## src/design/pidb_pkg.sv

```systemverilog
// pidb_pkg: shared widths, types and register indexes of the pi controller core
// depends on nothing; every other design file refers to it by scoped names
`default_nettype none

package pidb_pkg;

    localparam int LEVEL_W   = 16;
    localparam int GAIN_W    = 16;
    localparam int FF_W      = 16;
    localparam int DRIVE_W   = 8;
    localparam int ERR_W     = LEVEL_W + 1;
    localparam int ACC_W     = 40;
    localparam int SUM_W     = 42;
    localparam int FRAC_SHIFT = 13;
    localparam int CFG_IDX_W = 8;
    localparam int CFG_DATA_W = 16;

    localparam logic [DRIVE_W-1:0] DRIVE_MAX = 8'd255;

    localparam logic [CFG_DATA_W-1:0] PROP_GAIN_RST = 16'd256;

    typedef enum logic [CFG_IDX_W-1:0] {
        REG_DEAD_BAND        = 8'd0,
        REG_DEAD_BAND_ENABLE = 8'd1,
        REG_PROP_GAIN        = 8'd2,
        REG_INTEG_GAIN       = 8'd3
    } t_reg_idx;

    typedef struct packed {
        logic [LEVEL_W-1:0] dead_band;
        logic               dead_band_enable;
        logic [GAIN_W-1:0]  prop_gain;
        logic [GAIN_W-1:0]  integ_gain;
    } t_cfg;

    typedef struct packed {
        logic [LEVEL_W-1:0]      measured;
        logic [LEVEL_W-1:0]      target;
        logic signed [FF_W-1:0]  feedforward;
    } t_sample;

    typedef struct packed {
        logic [DRIVE_W-1:0] drive;
        logic               integ_clamped;
    } t_result;

endpackage

`default_nettype wire

```

## src/design/pidb_if.sv

```systemverilog
// pidb_if: valid/ready channel interfaces of the pi controller core
// sample input, result output and register write channel; uses pidb_pkg
`default_nettype none


interface pidb_cfg_if;
    logic                               valid;
    logic                               ready;
    logic [pidb_pkg::CFG_IDX_W-1:0]     index;
    logic [pidb_pkg::CFG_DATA_W-1:0]    data;

    modport source (output valid, index, data, input ready);
    modport sink   (input valid, index, data, output ready);
endinterface

`default_nettype wire

```

## src/design/pidb_cfg_regs.sv

```systemverilog
// pidb_cfg_regs: controller register file written over the config channel
// uses pidb_pkg and pidb_cfg_if
`default_nettype none

module pidb_cfg_regs (
    input  wire logic           i_clk,
    input  wire logic           i_rst_n,
    pidb_cfg_if.sink            i_cfg,
    output pidb_pkg::t_cfg      o_cfg
);

    pidb_pkg::t_cfg r_cfg;
    pidb_pkg::t_cfg n_cfg;

    assign i_cfg.ready = 1'b1;

    always_comb begin
        n_cfg = r_cfg;
        if (i_cfg.valid) begin
            case (i_cfg.index)
                pidb_pkg::REG_DEAD_BAND:        n_cfg.dead_band        = i_cfg.data;
                pidb_pkg::REG_DEAD_BAND_ENABLE: n_cfg.dead_band_enable = i_cfg.data[0];
                pidb_pkg::REG_PROP_GAIN:        n_cfg.prop_gain        = i_cfg.data;
                pidb_pkg::REG_INTEG_GAIN:       n_cfg.integ_gain       = i_cfg.data;
                default: ;
            endcase
        end
    end

    always_ff @(posedge i_clk) begin
        if (!i_rst_n) begin
            r_cfg.dead_band        <= '0;
            r_cfg.dead_band_enable <= 1'b1;
            r_cfg.prop_gain        <= pidb_pkg::PROP_GAIN_RST;
            r_cfg.integ_gain       <= '0;
        end else begin
            r_cfg <= n_cfg;
        end
    end

    assign o_cfg = r_cfg;

endmodule

`default_nettype wire

```

## src/flat_wrapper.sv

```systemverilog
// flat-port wrapper written by rule: the top's interface ports become plain ports
module pidb_cfg_regs_flat 
  (i_clk, i_rst_n, o_cfg, i_cfg_valid, i_cfg_index, i_cfg_data, i_cfg_ready);
  pidb_cfg_if i_cfg_i ();
  input  wire logic i_clk;
  input  wire logic i_rst_n;
  output pidb_pkg::t_cfg o_cfg;
  input wire logic [$bits(i_cfg_i.valid)-1:0] i_cfg_valid;
  input wire logic [$bits(i_cfg_i.index)-1:0] i_cfg_index;
  input wire logic [$bits(i_cfg_i.data)-1:0] i_cfg_data;
  output wire logic [$bits(i_cfg_i.ready)-1:0] i_cfg_ready;
  assign i_cfg_i.valid = i_cfg_valid;
  assign i_cfg_i.index = i_cfg_index;
  assign i_cfg_i.data = i_cfg_data;
  assign i_cfg_ready = i_cfg_i.ready;
  pidb_cfg_regs u_core (.i_clk(i_clk), .i_rst_n(i_rst_n), .i_cfg(i_cfg_i), .o_cfg(o_cfg));
endmodule
```

## config.mk

```make
export PLATFORM = sky130hd
export DESIGN_NAME = pidb_cfg_regs_flat
export DESIGN_NICKNAME = d
export VERILOG_FILES = /design/src/design/pidb_pkg.sv /design/src/design/pidb_if.sv /design/src/design/pidb_cfg_regs.sv /design/src/flat_wrapper.sv
export SDC_FILE = /design/constraint.sdc
export NUM_CORES = 1
export LEC_CHECK = 0
export BUFFER_PORTS_ARGS = -buffer_cell sky130_fd_sc_hd__buf_4
export CAP_MARGIN = 25
export CORE_ASPECT_RATIO = 1.1
export CORE_MARGIN = 2
export CORE_UTILIZATION = 47
export DETAILED_ROUTE_END_ITERATION = 6
export PLACE_DENSITY = 0.78
export SYNTH_ARGS = -nofsm -noshare
export SYNTH_HDL_FRONTEND = slang
export SYNTH_SLANG_ARGS = --single-unit
```

## constraint.sdc

```tcl
create_clock -name i_clk -period 1.42 [get_ports i_clk]
set_input_delay 0.071 -clock i_clk [delete_from_list [all_inputs] [get_ports i_clk]]
set_output_delay 0.071 -clock i_clk [all_outputs]
set_load 0.03 [all_outputs]
```

== Word-level counts from Yosys, hierarchy flattened ==
Index checks and enable logic that the tools add are counted.
Operators by class
  reduce and logical (&&, ||, !) cells: 5
  equal/unequal tests: 3
Operators with widths (count)
  equality test 8 x 2 -> 1 bit (second input constant): 2
  equality test 8 x 1 -> 1 bit (second input constant): 1
  logical NOT 8 bit: 1
  AND reduction 2 bit: 4
Word-level totals
  register bits after elaboration: 49
  output and inout port bits: 50

== Longest topological paths before layout ==
  depth after elaboration: 2
  gate-level depth with buffers: 5
  depth with buffers taken out: 3

== Worst setup path before layout ==
Ideal clock, no wire load.
  path kind: input to register
  start: in i_cfg_index[6]
  end: reg u_core.r_cfg, in the netlist u_core.o_cfg[38]
  setup slack: 0.240 ns
  setup time: 0.072 ns
  stages on the path: 5
  data arrival time: 1.108 ns
  buffers on the path: 2
  cells stage by stage: nor4b_4 -> and4bb_1 -> buf_6 -> buf_12 -> mux2i_1
Between the ends
  word-level cells in the longest chain between the ends: 2
Ends and longest elaborated chain
  start, declared: RTL line flat_wrapper.sv:9  | input wire logic [$bits(i_cfg_i.index)-1:0] i_cfg_index;
  logical NOT 8 bit: RTL line pidb_cfg_regs.sv:20  | case (i_cfg.index)
  AND reduction 2 bit (no line)
  end signal, assigned: RTL line pidb_cfg_regs.sv:37  | r_cfg <= n_cfg;
  end, declared: RTL line pidb_cfg_regs.sv:12  | pidb_pkg::t_cfg r_cfg;
Every way passes these cells.
A chain may end at the register's enable or synchronous reset.

== Worst setup path in the final report ==
  start: in i_cfg_index[6]
  end: reg u_core.r_cfg, in the netlist u_core.o_cfg[39]
Same word-level chain as after synthesis.

==> impl_results.md <==
* R2R Path End: u_core.o_cfg[7]
* Crit path from: i_cfg_index[6]
* Initial antenna violation count at 0
* Routability congestion estimate at 0.674
* Chip width at 65.0 microns
* Pint at 0.00202 W
* Main combinational cell family by area after synthesis: multiplexers
* Dpl cells at 306
* Worst Setup EP: u_core.o_cfg[39]
* Sw power at 0.000525 W
* Row count at 24
* Post-synth top cells: 63 x nand2_1, 49 x dfxtp_1, 49 x mux2i_1
* Mux contribution to synthesized area at 25.5%
* CTS tree: yes
* WP data arrival at 1.20 ns
* Area share of fa/ha/maj cells after synthesis at 0%
* Startpoint Class: input pin
* Clk slew on worst S/H paths at 0.09 ns
* Final HPWL DP at 2880 microns
* Setup-failing EPs final at 0
* Largest register FFs at 49
* Cell chosen for the clock root: clkbuf_8
* Final non-filler cell total at 314
* Worst path slowest cell: nor4b_4
* Vias post-DR at 1495
* Area Overhead vs Synth at 37.6%
* Unique masters post-synth at 15
* Area contributors post-synth: dfxtp_1 51%, mux2i_1 25%, nand2_1 12%
* Setup slack after layout at 0.452 ns
* Final hold viol count at 0
* Wire length of the first global-routing pass at 6580 microns
* Vias in the first global route at 1415
* Main flop type after synthesis: dfxtp_1
* Total setup buffers inserted after CTS at 0
* Multi-input logic area at 841 sq um
* Worst reg2reg setup slack at 0.79 ns
* Unrepaired setup endpoints after global routing: false
* Combinational share of power at 5.8%
* Post-placement worst setup slack at 0.127 ns
* Largest fanout on the critical path at 8
* Async S/R FF share, synth at 0%
* Pre-antenna DRT Iters at 4
* WS Path Type: input pin to flip-flop
* Number of diodes at 0
* Clock Power Share at 40.1%
* Htree depth at 2
* Max Slew Vio Count at 0
* Status: complete, no violations
* Cell Pwr Density at 961 nW/um^2
* CP max stage delay at 0.34 ns
* Yosys warning count at 0
* Yosys top cell by area: dfxtp_1
* Pleak at 1.35 nW
* Crit. End Element: flip-flop
* Post-CTS Resized at 0
* Net Count, Synth at 212
* Post-Synth Simple-Gate Area at 18.0%
* CTS max path bufs at 2
* Worst hold path type: input pin to flip-flop
* Most used cell, CP: buf_4
* Layout cells sized above 1 at 35.5%
* Number of max-cap violations at 0
* Top cell type's share of synthesized area at 51.0%
* I/O pin cnt at 77
* Die area at 4620 sq um
* Period utilization at 68.1%
* DRT iter0 DRCs at 69
* Overall Global Routing Usage at 18.3%
* XOR/XNOR Fraction of Synth Area at 0%
* Critical R2R Launch: u_core.o_cfg[7]
* CTS buffer count at 5
* Drt drc at 0
* Final nets at 288
* Hold_buf cts at 0
* Largest net degree at the start of global routing at 43
* FF/Latch Area at 981 sq um
* Fmax at 1.03 GHz
* Synth Area per Inst at 10.4 sq um
* Routed WL per cell at 12.9 microns
* Req. time, crit path at 1.65 ns
* Port bufs at 75
* Flop pwr share at 54.1%
* Core box area at 3930 sq um
* Fin Clk Skew at 0 ns
* Worst skew pair latency at 0.29 ns
* Post-synthesis register bit count at 49
* Setup TNS Final at 0 ns
* Sw Share at 20.6%
* Via/cell ratio at 4.76
* ANT nets after route at 0
* Reg2reg path depth at 2
* WL final at 4040 microns
* Chip height at 71.1 microns
* Peak supply drop at 0.636 mV
* Worst-path cell chain: buf_4 > nor4b_4 > and4bb_1 > buf_4 > mux2i_1
* Min cycle time layout at 0.968 ns
* Fillers at 336
* Remaining global-route overflow at 0
* Starting Density at 48.9%
* Clk sink count at 49
* Post-synth EDFFs at 0
* Post-Synthesis Cells at 185
* Cell with the most instances after synthesis: nand2_1
* Compound-cell area share of the yosys netlist at 0%
* Register area share after synthesis at 51.0%
* Cell Area, Synth at 1920 sq um
[logic make-up after synthesis]
group / count (synthesis)
flip-flops: 49
multiplexers: 49
AND/OR/NAND/NOR: 73
other: 1
buffers and inverters: 13
[worst max-delay path: cells and delay by family]
family / cells / cell delay [ns]
buffers and inverters: 2 / 0.32
multiplexers: 1 / 0.20
AND/OR/NAND/NOR: 2 / 0.61
[metal layers]
layer / GRT usage [%] / part of all wire (%) / vias to the layer above
li1: - / - / 759
met1: 23.0 / 44 / 684
met2: 30.6 / 48 / 48
met3: 5.25 / 6.4 / 4
met4: 5.56 / 0.92 / 0
met5: 0 / 0 / -
[worst min-delay path by stage]
stage                   from               end  cells after the start
3_3_place_gp   i_cfg_data[0]  u_core.o_cfg[32]                      3
2_1_floorplan  i_cfg_data[8]  u_core.o_cfg[24]                      2
5_1_grt        i_cfg_data[8]  u_core.o_cfg[24]                      3
3_5_place_dp   i_cfg_data[0]  u_core.o_cfg[32]                      3
6_report       i_cfg_data[0]  u_core.o_cfg[32]                      3
4_1_cts        i_cfg_data[0]  u_core.o_cfg[32]                      3
[power by group through the flow]
stage	clock network [W]	logic, W	registers [W]
floorplan	0	0.0000630	0.00141
global placement	0	0.000147	0.00141
detailed placement	0	0.000148	0.00141
CTS	0.00105	0.000148	0.00138
global route	0.00110	0.000160	0.00138
finish	0.00102	0.000148	0.00138
[cell usage in the layout (no fill, tap or decap), drive strengths merged]
master    instances
conb              1
dfxtp            49
clkinvlp          1
bufinv            1
nor2b             4
clkbuf            6
mux2i            49
nand2            63
nand4             1
and4bb            1
nor4b             1
nand4b            2
buf              82
nor3              1
[stage by stage]
step | utilization, % | power (W) | area (sq um) | hold WS, ns
final | 67.3 | 0.00254 | 2650 | 0.0312
after global routing | 67.3 | 0.00263 | 2650 | 0.0281
after CTS | 67.3 | 0.00257 | 2650 | 0.0275
after detailed placement | 64.2 | 0.00156 | 2530 | 0.340
after global placement | 64.2 | 0.00156 | 2530 | 0.332
after floorplan | - | 0.00147 | 1920 | 0.231
[layout make-up]
cell class	count	share of cell area, %
flip-flops and latches	49	37.1
multi-input cells	123	31.8
clock inverters	2	1.42
clock buffers	6	3.12
well taps	52	2.46
repair buffers	82	24.2
No activity file was read; power rests on OpenSTA's default activity.
