==> src/design/pidb_pkg.sv <==
// pidb_pkg: shared widths, types and register indexes of the pi controller core
// depends on nothing; every other design file refers to it by scoped names
`default_nettype none

package pidb_pkg;

    localparam int LEVEL_W   = 16;
    localparam int GAIN_W    = 16;
    localparam int FF_W      = 16;
    localparam int DRIVE_W   = 8;
    localparam int ERR_W     = LEVEL_W + 1;
    localparam int ACC_W     = 40;
    localparam int SUM_W     = 42;
    localparam int FRAC_SHIFT = 13;
    localparam int CFG_IDX_W = 8;
    localparam int CFG_DATA_W = 16;

    localparam logic [DRIVE_W-1:0] DRIVE_MAX = 8'd255;

    localparam logic [CFG_DATA_W-1:0] PROP_GAIN_RST = 16'd256;

    typedef enum logic [CFG_IDX_W-1:0] {
        REG_DEAD_BAND        = 8'd0,
        REG_DEAD_BAND_ENABLE = 8'd1,
        REG_PROP_GAIN        = 8'd2,
        REG_INTEG_GAIN       = 8'd3
    } t_reg_idx;

    typedef struct packed {
        logic [LEVEL_W-1:0] dead_band;
        logic               dead_band_enable;
        logic [GAIN_W-1:0]  prop_gain;
        logic [GAIN_W-1:0]  integ_gain;
    } t_cfg;

    typedef struct packed {
        logic [LEVEL_W-1:0]      measured;
        logic [LEVEL_W-1:0]      target;
        logic signed [FF_W-1:0]  feedforward;
    } t_sample;

    typedef struct packed {
        logic [DRIVE_W-1:0] drive;
        logic               integ_clamped;
    } t_result;

endpackage

`default_nettype wire

==> src/design/pidb_if.sv <==
// pidb_if: valid/ready channel interfaces of the pi controller core
// sample input, result output and register write channel; uses pidb_pkg
`default_nettype none

interface pidb_sample_if;
    logic                                   valid;
    logic                                   ready;
    logic [pidb_pkg::LEVEL_W-1:0]           measured;
    logic [pidb_pkg::LEVEL_W-1:0]           target;
    logic signed [pidb_pkg::FF_W-1:0]       feedforward;

    modport source (output valid, measured, target, feedforward, input ready);
    modport sink   (input valid, measured, target, feedforward, output ready);
endinterface


`default_nettype wire

==> src/design/pidb_in_reg.sv <==
// pidb_in_reg: input register that holds one sample beat until the step logic takes it
// uses pidb_pkg and pidb_sample_if
`default_nettype none

module pidb_in_reg (
    input  wire logic           i_clk,
    input  wire logic           i_rst_n,
    pidb_sample_if.sink         i_sample,
    input  wire logic           i_take,
    output logic                o_valid,
    output pidb_pkg::t_sample   o_item
);

    logic              r_valid;
    logic              n_valid;
    pidb_pkg::t_sample r_item;
    logic              w_accept;

    // a new beat may enter while the held one moves on
    assign i_sample.ready = !r_valid || i_take;
    assign w_accept       = i_sample.valid && i_sample.ready;

    always_comb begin
        n_valid = r_valid;
        if (w_accept) begin
            n_valid = 1'b1;
        end else if (i_take) begin
            n_valid = 1'b0;
        end
    end

    always_ff @(posedge i_clk) begin
        if (!i_rst_n) begin
            r_valid <= 1'b0;
        end else begin
            r_valid <= n_valid;
        end
    end

    always_ff @(posedge i_clk) begin
        if (w_accept) begin
            r_item.measured    <= i_sample.measured;
            r_item.target      <= i_sample.target;
            r_item.feedforward <= i_sample.feedforward;
        end
    end

    assign o_valid = r_valid;
    assign o_item  = r_item;

endmodule

`default_nettype wire

==> src/flat_wrapper.sv <==
// flat-port wrapper written by rule: the top's interface ports become plain ports
module pidb_in_reg_flat 
  (i_clk, i_rst_n, i_take, o_valid, o_item, i_sample_valid, i_sample_measured, i_sample_target, i_sample_feedforward, i_sample_ready);
  pidb_sample_if i_sample_i ();
  input  wire logic i_clk;
  input  wire logic i_rst_n;
  input  wire logic i_take;
  output logic o_valid;
  output pidb_pkg::t_sample o_item;
  input wire logic [$bits(i_sample_i.valid)-1:0] i_sample_valid;
  input wire logic [$bits(i_sample_i.measured)-1:0] i_sample_measured;
  input wire logic [$bits(i_sample_i.target)-1:0] i_sample_target;
  input wire logic [$bits(i_sample_i.feedforward)-1:0] i_sample_feedforward;
  output wire logic [$bits(i_sample_i.ready)-1:0] i_sample_ready;
  assign i_sample_i.valid = i_sample_valid;
  assign i_sample_i.measured = i_sample_measured;
  assign i_sample_i.target = i_sample_target;
  assign i_sample_i.feedforward = i_sample_feedforward;
  assign i_sample_ready = i_sample_i.ready;
  pidb_in_reg u_core (.i_clk(i_clk), .i_rst_n(i_rst_n), .i_sample(i_sample_i), .i_take(i_take), .o_valid(o_valid), .o_item(o_item));
endmodule
==> config.mk <==
export PLATFORM = sky130hd
export DESIGN_NAME = pidb_in_reg_flat
export DESIGN_NICKNAME = d
export VERILOG_FILES = /design/src/design/pidb_pkg.sv /design/src/design/pidb_if.sv /design/src/design/pidb_in_reg.sv /design/src/flat_wrapper.sv
export SDC_FILE = /design/constraint.sdc
export NUM_CORES = 1
export LEC_CHECK = 0
export BUFFER_PORTS_ARGS = -buffer_cell sky130_fd_sc_hd__buf_4
export CORE_MARGIN = 1.5
export CORE_UTILIZATION = 40
export CTS_CLUSTER_DIAMETER = 120
export DETAILED_ROUTE_END_ITERATION = 6
export GPL_ROUTABILITY_DRIVEN = 0
export GPL_TIMING_DRIVEN = 0
export PLACE_DENSITY = 0.77
export SETUP_SLACK_MARGIN = 0.1
export SLEW_MARGIN = 20
export SYNTH_ARGS = -nofsm -noshare
export SYNTH_HDL_FRONTEND = slang
export SYNTH_SLANG_ARGS = --single-unit
export TNS_END_PERCENT = 100
==> constraint.sdc <==
create_clock -name i_clk -period 3.74 [get_ports i_clk]
set_input_delay 0.561 -clock i_clk [delete_from_list [all_inputs] [get_ports i_clk]]
set_output_delay 0.561 -clock i_clk [all_outputs]
set_load 0.05 [all_outputs]
Word level (Yosys, flattened, before mapping)
Cells that the tools add are included. Widths: inputs -> output; s select.

Register bits after elaboration: 49.

Multiplexer cells: 2. Reductions and logical operators: 4.

Operator list (number): $mux 1 (2); $reduce_bool 2->1 (1); $logic_and 1x1->1 (1); $logic_not 1->1 (1); $logic_or 1x1->1 (1).

Logic depth before layout (Yosys ltp)
Gate-level depths: netlist of run 1.

Depth after elaboration: 4. Depth in mapped cells: 2. Depth with buffers taken out: 2.

Worst setup path after synthesis of run 1
No wires, ideal clock.

Kind: input port to flip-flop. Start point: input i_take. End point: register u_core.r_item (netlist bit u_core.o_item[0]) (enable). Data arrival time: 1252 ps. Required time: 3373 ps. Slack: 2121 ps. Setup time: 367 ps. Stages on the path: 2. Path through: nand2b_4 -> and2_4.

Cells in the longest elaborated chain, start to end: 2.

RTL lines: start: declaration (RTL line flat_wrapper.sv:7) `input wire logic i_take;`; $logic_or 1x1->1 (RTL line pidb_in_reg.sv:20) `assign i_sample.ready = !r_valid || i_take;`; $logic_and 1x1->1 (RTL line pidb_in_reg.sv:21) `assign w_accept = i_sample.valid && i_sample.ready;`; end: declaration (RTL line pidb_in_reg.sv:16) `pidb_pkg::t_sample r_item;`.

Every way passes these cells. A chain may end at the register's enable or synchronous reset.

Worst setup path in the final report of run 1
Start point: input i_take. End point: output i_sample_ready.

Cells in the longest elaborated chain, start to end: 1.

RTL lines: $logic_or 1x1->1 (RTL line pidb_in_reg.sv:20); end: declaration (RTL line flat_wrapper.sv:14) `output wire logic [$bits(i_sample_i.ready)-1:0] i_sample_ready;`.

Every way passes these cells.

==> results of run 1 <==
[worst max-delay path, cell delays in order]
cell      delay (ps)
buf_4            110
nand2b_4         140
buf_4            190
[routing by layer]
layer	wire, um	share of wire
met5	0	0
met4	46	0.016
met3	441	0.15
met2	1440	0.49
met1	988	0.34
[layout by cell type (no fill, tap or decap)]
cell type	count
nand2b_4	1
inv_1	1
clkinv_1	1
dfxtp_1	1
buf_4	101
edfxtp_1	48
clkinvlp_4	1
and2_4	1
bufinv_16	1
a21boi_2	1
clkbuf_8	5
[stage by stage]
stage                     hold WS, ps  utilization  instances  area (um2)  setup WS (ps)
after floorplan                   660            -         53        1500           2120
after global placement            494        0.638        202        2320           2080
after detailed placement          505        0.638        202        2320           2040
after CTS                         426        0.668        210        2430           2180
after global routing              410        0.668        210        2430           2170
final                             434        0.668        210        2430           2190
[registers in the layout, summed over array words and instances (netlist names)]
signal and flops:
u_core.o_item 48, u_core.o_valid 1
[area by class of cell]
| type | instances | area share |
|---|---|---|
| flip-flops and latches | 49 | 0.602 |
| repair buffers | 101 | 0.312 |
| clock buffers | 5 | 0.0284 |
| well taps | 48 | 0.0247 |
| clock inverters | 3 | 0.0170 |
| multi-input cells | 3 | 0.0139 |
| inverters | 1 | 0.00155 |
[report_power, final]
| group | switching [mW] | internal (mW) | leakage [nW] |
|---|---|---|---|
| clock network | 0.169 | 0.197 | 0.0518 |
| registers | 0.00884 | 0.641 | 0.473 |
| logic | 0.141 | 0.0732 | 0.506 |
| total | 0.319 | 0.911 | 1.03 |
[cells by family after synthesis]
family,share of synthesized area
DFF,0.975
and+or+nand+nor,0.0150
AOI/OAI and AO/OA,0.00751
buffers and inverters,0.00250
[worst paths after layout]
kind | slack (ps) | cells after the start | to
worst min register to register | 520 | 2 | u_core.o_valid$_SDFFE_PN0P_
worst max register to register | 2390 | 2 | u_core.o_item[8]$_DFFE_PP_
worst max-delay path | 2190 | 3 | i_sample_ready
worst min-delay path | 430 | 1 | u_core.o_item[35]$_DFFE_PP_
==> results.sh, run 1 <==
export IMPL_crit_type="in2out"
export IMPL_ys_seq_area_frac=0.975
export IMPL_fillers=261
export IMPL_cts_path_max_buffers=2
export IMPL_setup_tns_ps=0
export IMPL_vias=903
export IMPL_leakage_nw=1.03
export IMPL_met2_usage=0.236
export IMPL_syn_nets=105
export IMPL_synth_top_area_frac=0.962
export IMPL_grt_pass1_wl_mm=4.15
export IMPL_antenna_cells=0
export IMPL_startpoint="i_take"
export IMPL_status="finished clean"
export IMPL_hold_path_class="in2reg"
export IMPL_period_share=0.415
export IMPL_cts_setup_buffers=0
export IMPL_numPortBuffers=101
export IMPL_synthTopCellsByArea="edfxtp_1 96%, dfxtp_1 1.3%, nand2b_4 0.92%, a21boi_2 0.75%, and2_4 0.58%"
export IMPL_cp_required_ps=3180
export IMPL_powerDensity_nw_per_um2=507
export IMPL_wirelength_mm=2.91
export IMPL_avgSynthCellArea_um2=28.3
export IMPL_min_delay_start="i_sample_measured[3]"
export IMPL_max_slew_margin=0.595
export IMPL_drv_slew=0
export IMPL_cts_max_level=2
export IMPL_yosysMostFrequentCell="edfxtp_1"
export IMPL_firstDrtPassIters=4
export IMPL_antenna_found_initial=0
export IMPL_synth_seq_cells=49
export IMPL_die_area_um2=4120
export IMPL_clock_skew_final_ps=3.61
export IMPL_drive_gt1_frac=0.685
export IMPL_grt_pass1_vias=920
export IMPL_period_minus_slack_ps=1550
export IMPL_gr_usage_met1=0.132
export IMPL_top_usage_layer="met2"
export IMPL_synthFlopType="edfxtp_1"
export IMPL_netlist_area_um2=1500
export IMPL_core_area_um2=3630
export IMPL_cts_inserted_buffers=5
export IMPL_yosysWarnings=0
export IMPL_timing_hold_violations_final=0
export IMPL_ant_nets=0
export IMPL_holdBufCountCts=0
export IMPL_synth_async_sr_flop_share=0
export IMPL_path_clk_slew_ps=90
export IMPL_cp_end_kind="primary output"
export IMPL_rows=22
export IMPL_tightest_slew_ps=607
export IMPL_area_delta_synth_final_pct=61.9
export IMPL_power_total_mw=1.23
export IMPL_gr_usage_all_layers=0.145
export IMPL_grt_use_met3=0.113
export IMPL_clock_latency_ps=290
export IMPL_cap_viol_max_count=0
export IMPL_drt_initial_drc_count=11
export IMPL_cp_start_kind="input port"
export IMPL_cts_resized=0
export IMPL_cts_root_buf="clkbuf_8"
export IMPL_synth_cell_types=6
export IMPL_grt_max_degree=49
export IMPL_wire_per_inst_um=13.9
export IMPL_viasPerCell=4.30
export IMPL_finalSetupViolCount=0
export IMPL_syn_instance_count=53
export IMPL_multi_input_area_um2=33.8
export IMPL_clock_sinks=49
export IMPL_yosys_area_top_type="edfxtp_1"
export IMPL_rr_startpoint="u_core.o_valid$_SDFFE_PN0P_"
export IMPL_die_w_um=64.2
export IMPL_seq_area_um2=1460
export IMPL_cp_arrival_ps=990
export IMPL_crit_fanout=3
export IMPL_start_util=0.413
export IMPL_post_route_drc_count=0
export IMPL_cts_tree="yes"
export IMPL_rsz0062_at_grt="no"
export IMPL_die_height_um=64.2
export IMPL_irDropWorstVdd_uv=366
export IMPL_fmax_mhz=644
export IMPL_globalRouteOverflowTotal=0
export IMPL_synth_edff_count=48
export IMPL_fin_nets=213
export IMPL_pin_count=102
No activity file was read; power rests on OpenSTA's default activity.
==> run 2: changes to the inputs <==
- clock period: 3.74 -> 1.6 ns (I/O delays scaled with it)
==> results.sh, run 2 (synthesis gave the netlist of run 1 again) <==
export IMPL_cts_resized=0
export IMPL_setup_tns_ps=0
export IMPL_firstDrtPassIters=3
export IMPL_final_cell_mix="101 x buf_4, 48 x edfxtp_1, 5 x clkbuf_8"
export IMPL_cts_max_level=2
export IMPL_period_share=0.830
export IMPL_finalSetupViolCount=0
export IMPL_holdBufCountCts=0
export IMPL_cts_path_max_buffers=2
export IMPL_placed_area_um2=2320
export IMPL_grt_max_degree=49
export IMPL_max_slew_margin=0.603
export IMPL_clock_skew_final_ps=3.76
export IMPL_status="finished clean"
export IMPL_cts_root_buf="clkbuf_8"
export IMPL_place_inst=202
export IMPL_endpoint="u_core.o_item[34]$_DFFE_PP_"
export IMPL_drv_slew=0
export IMPL_viasPerCell=4.33
export IMPL_cp_start_kind="register"
export IMPL_r2r_end="u_core.o_item[34]$_DFFE_PP_"
export IMPL_cp_arrival_ps=1260
export IMPL_start_util=0.413
export IMPL_antenna_found_initial=0
export IMPL_r2r_setup_slack_ps=270
export IMPL_rsz0062_at_grt="no"
export IMPL_clock_latency_ps=290
export IMPL_path_clk_slew_ps=80
export IMPL_rr_startpoint="u_core.o_valid$_SDFFE_PN0P_"
export IMPL_fin_util=0.662
export IMPL_cts_inserted_buffers=5
export IMPL_clock_sinks=49
export IMPL_globalRouteOverflowTotal=0
export IMPL_die_area_um2=4120
export IMPL_final_cells=210
export IMPL_power_total_mw=2.71
export IMPL_ant_nets=0
export IMPL_layout_setup_ws_ps=271
export IMPL_final_common_cell="buf_4"
export IMPL_area_delta_synth_final_pct=60.5
export IMPL_cap_viol_max_count=0
export IMPL_dp_slack_ps=226
export IMPL_post_route_drc_count=0
export IMPL_cts_tree="yes"
export IMPL_gr_usage_all_layers=0.151
export IMPL_grt_pass1_wl_mm=4.33
export IMPL_die_w_um=64.2
export IMPL_crit_type="reg2reg"
export IMPL_irDropWorstVdd_uv=736
export IMPL_fmax_mhz=753
export IMPL_antenna_cells=0
export IMPL_r2r_cells=2
export IMPL_cts_setup_buffers=0
export IMPL_cp_required_ps=1530
export IMPL_timing_hold_violations_final=0
export IMPL_grt_pass1_vias=957
export IMPL_finalInstanceArea_um2=2410
export IMPL_whs_ps=121
export IMPL_period_minus_slack_ps=1330
export IMPL_drive_gt1_frac=0.691
export IMPL_pin_count=102
export IMPL_cp_end_kind="register"
export IMPL_wirelength_mm=3.05
export IMPL_leakage_nw=1.02
export IMPL_startpoint="u_core.o_valid$_SDFFE_PN0P_"
export IMPL_die_height_um=64.2
export IMPL_numPortBuffers=101
export IMPL_largest_reg_flops=48
export IMPL_vias=910
export IMPL_core_area_um2=3630
export IMPL_powerDensity_nw_per_um2=1130
export IMPL_hold_path_class="in2reg"
export IMPL_crit_fanout=48
export IMPL_wire_per_inst_um=14.5
export IMPL_fin_nets=213
export IMPL_rows=22
export IMPL_drt_initial_drc_count=21
export IMPL_tightest_slew_ps=596
## run 2: cell count changes in the layout (fill, tap and decap cells not counted)
cell	previous run	this run
bufinv_16	1	0
clkbuf_1	0	1
clkinv_1	1	0
clkinvlp_4	1	2
dfxtp_1	1	0
dfxtp_2	0	1
## run 2: worst min-delay path by stage
stage | to | startpoint | slack (ps) | cells past startpoint
global placement | u_core.o_item[37]$_DFFE_PP_ | i_sample_measured[5] | 420 | 1
global route | u_core.o_item[18]$_DFFE_PP_ | i_sample_target[2] | 100 | 1
detailed placement | u_core.o_item[35]$_DFFE_PP_ | i_sample_measured[3] | 420 | 1
finish | u_core.o_item[25]$_DFFE_PP_ | i_sample_target[9] | 120 | 1
CTS | u_core.o_item[25]$_DFFE_PP_ | i_sample_target[9] | 110 | 1
floorplan | u_core.o_item[0]$_DFFE_PP_ | i_sample_feedforward[0] | 340 | 0
## run 2: critical path, stage by stage, from the launching register on
cell      delay (ps)
dfxtp_2          340
nand2b_4          80
and2_4           540
## run 2: routing by layer
| metal | GRT usage | share of wire | vias up |
|---|---|---|---|
| li1 | - | - | 423 |
| met1 | 0.138 | 0.30 | 426 |
| met2 | 0.247 | 0.54 | 59 |
| met3 | 0.127 | 0.16 | 2 |
| met4 | 0.0479 | 0.0046 | 0 |
| met5 | 0 | 0 | - |
## run 2: final cells by class
class                   instances  area [um2]
well taps                      48        60.1
flip-flops and latches         49        1460
repair buffers                101         758
clock inverters                 2        15.0
multi-input cells               3        33.8
clock buffers                   6        72.6
inverters                       1        3.75
fillers                       263        1230
## run 2: power by group
part / internal, mW / switching [mW]
logic: 0.171 / 0.331
registers: 1.50 / 0.0225
clock network: 0.308 / 0.377
total: 1.98 / 0.730
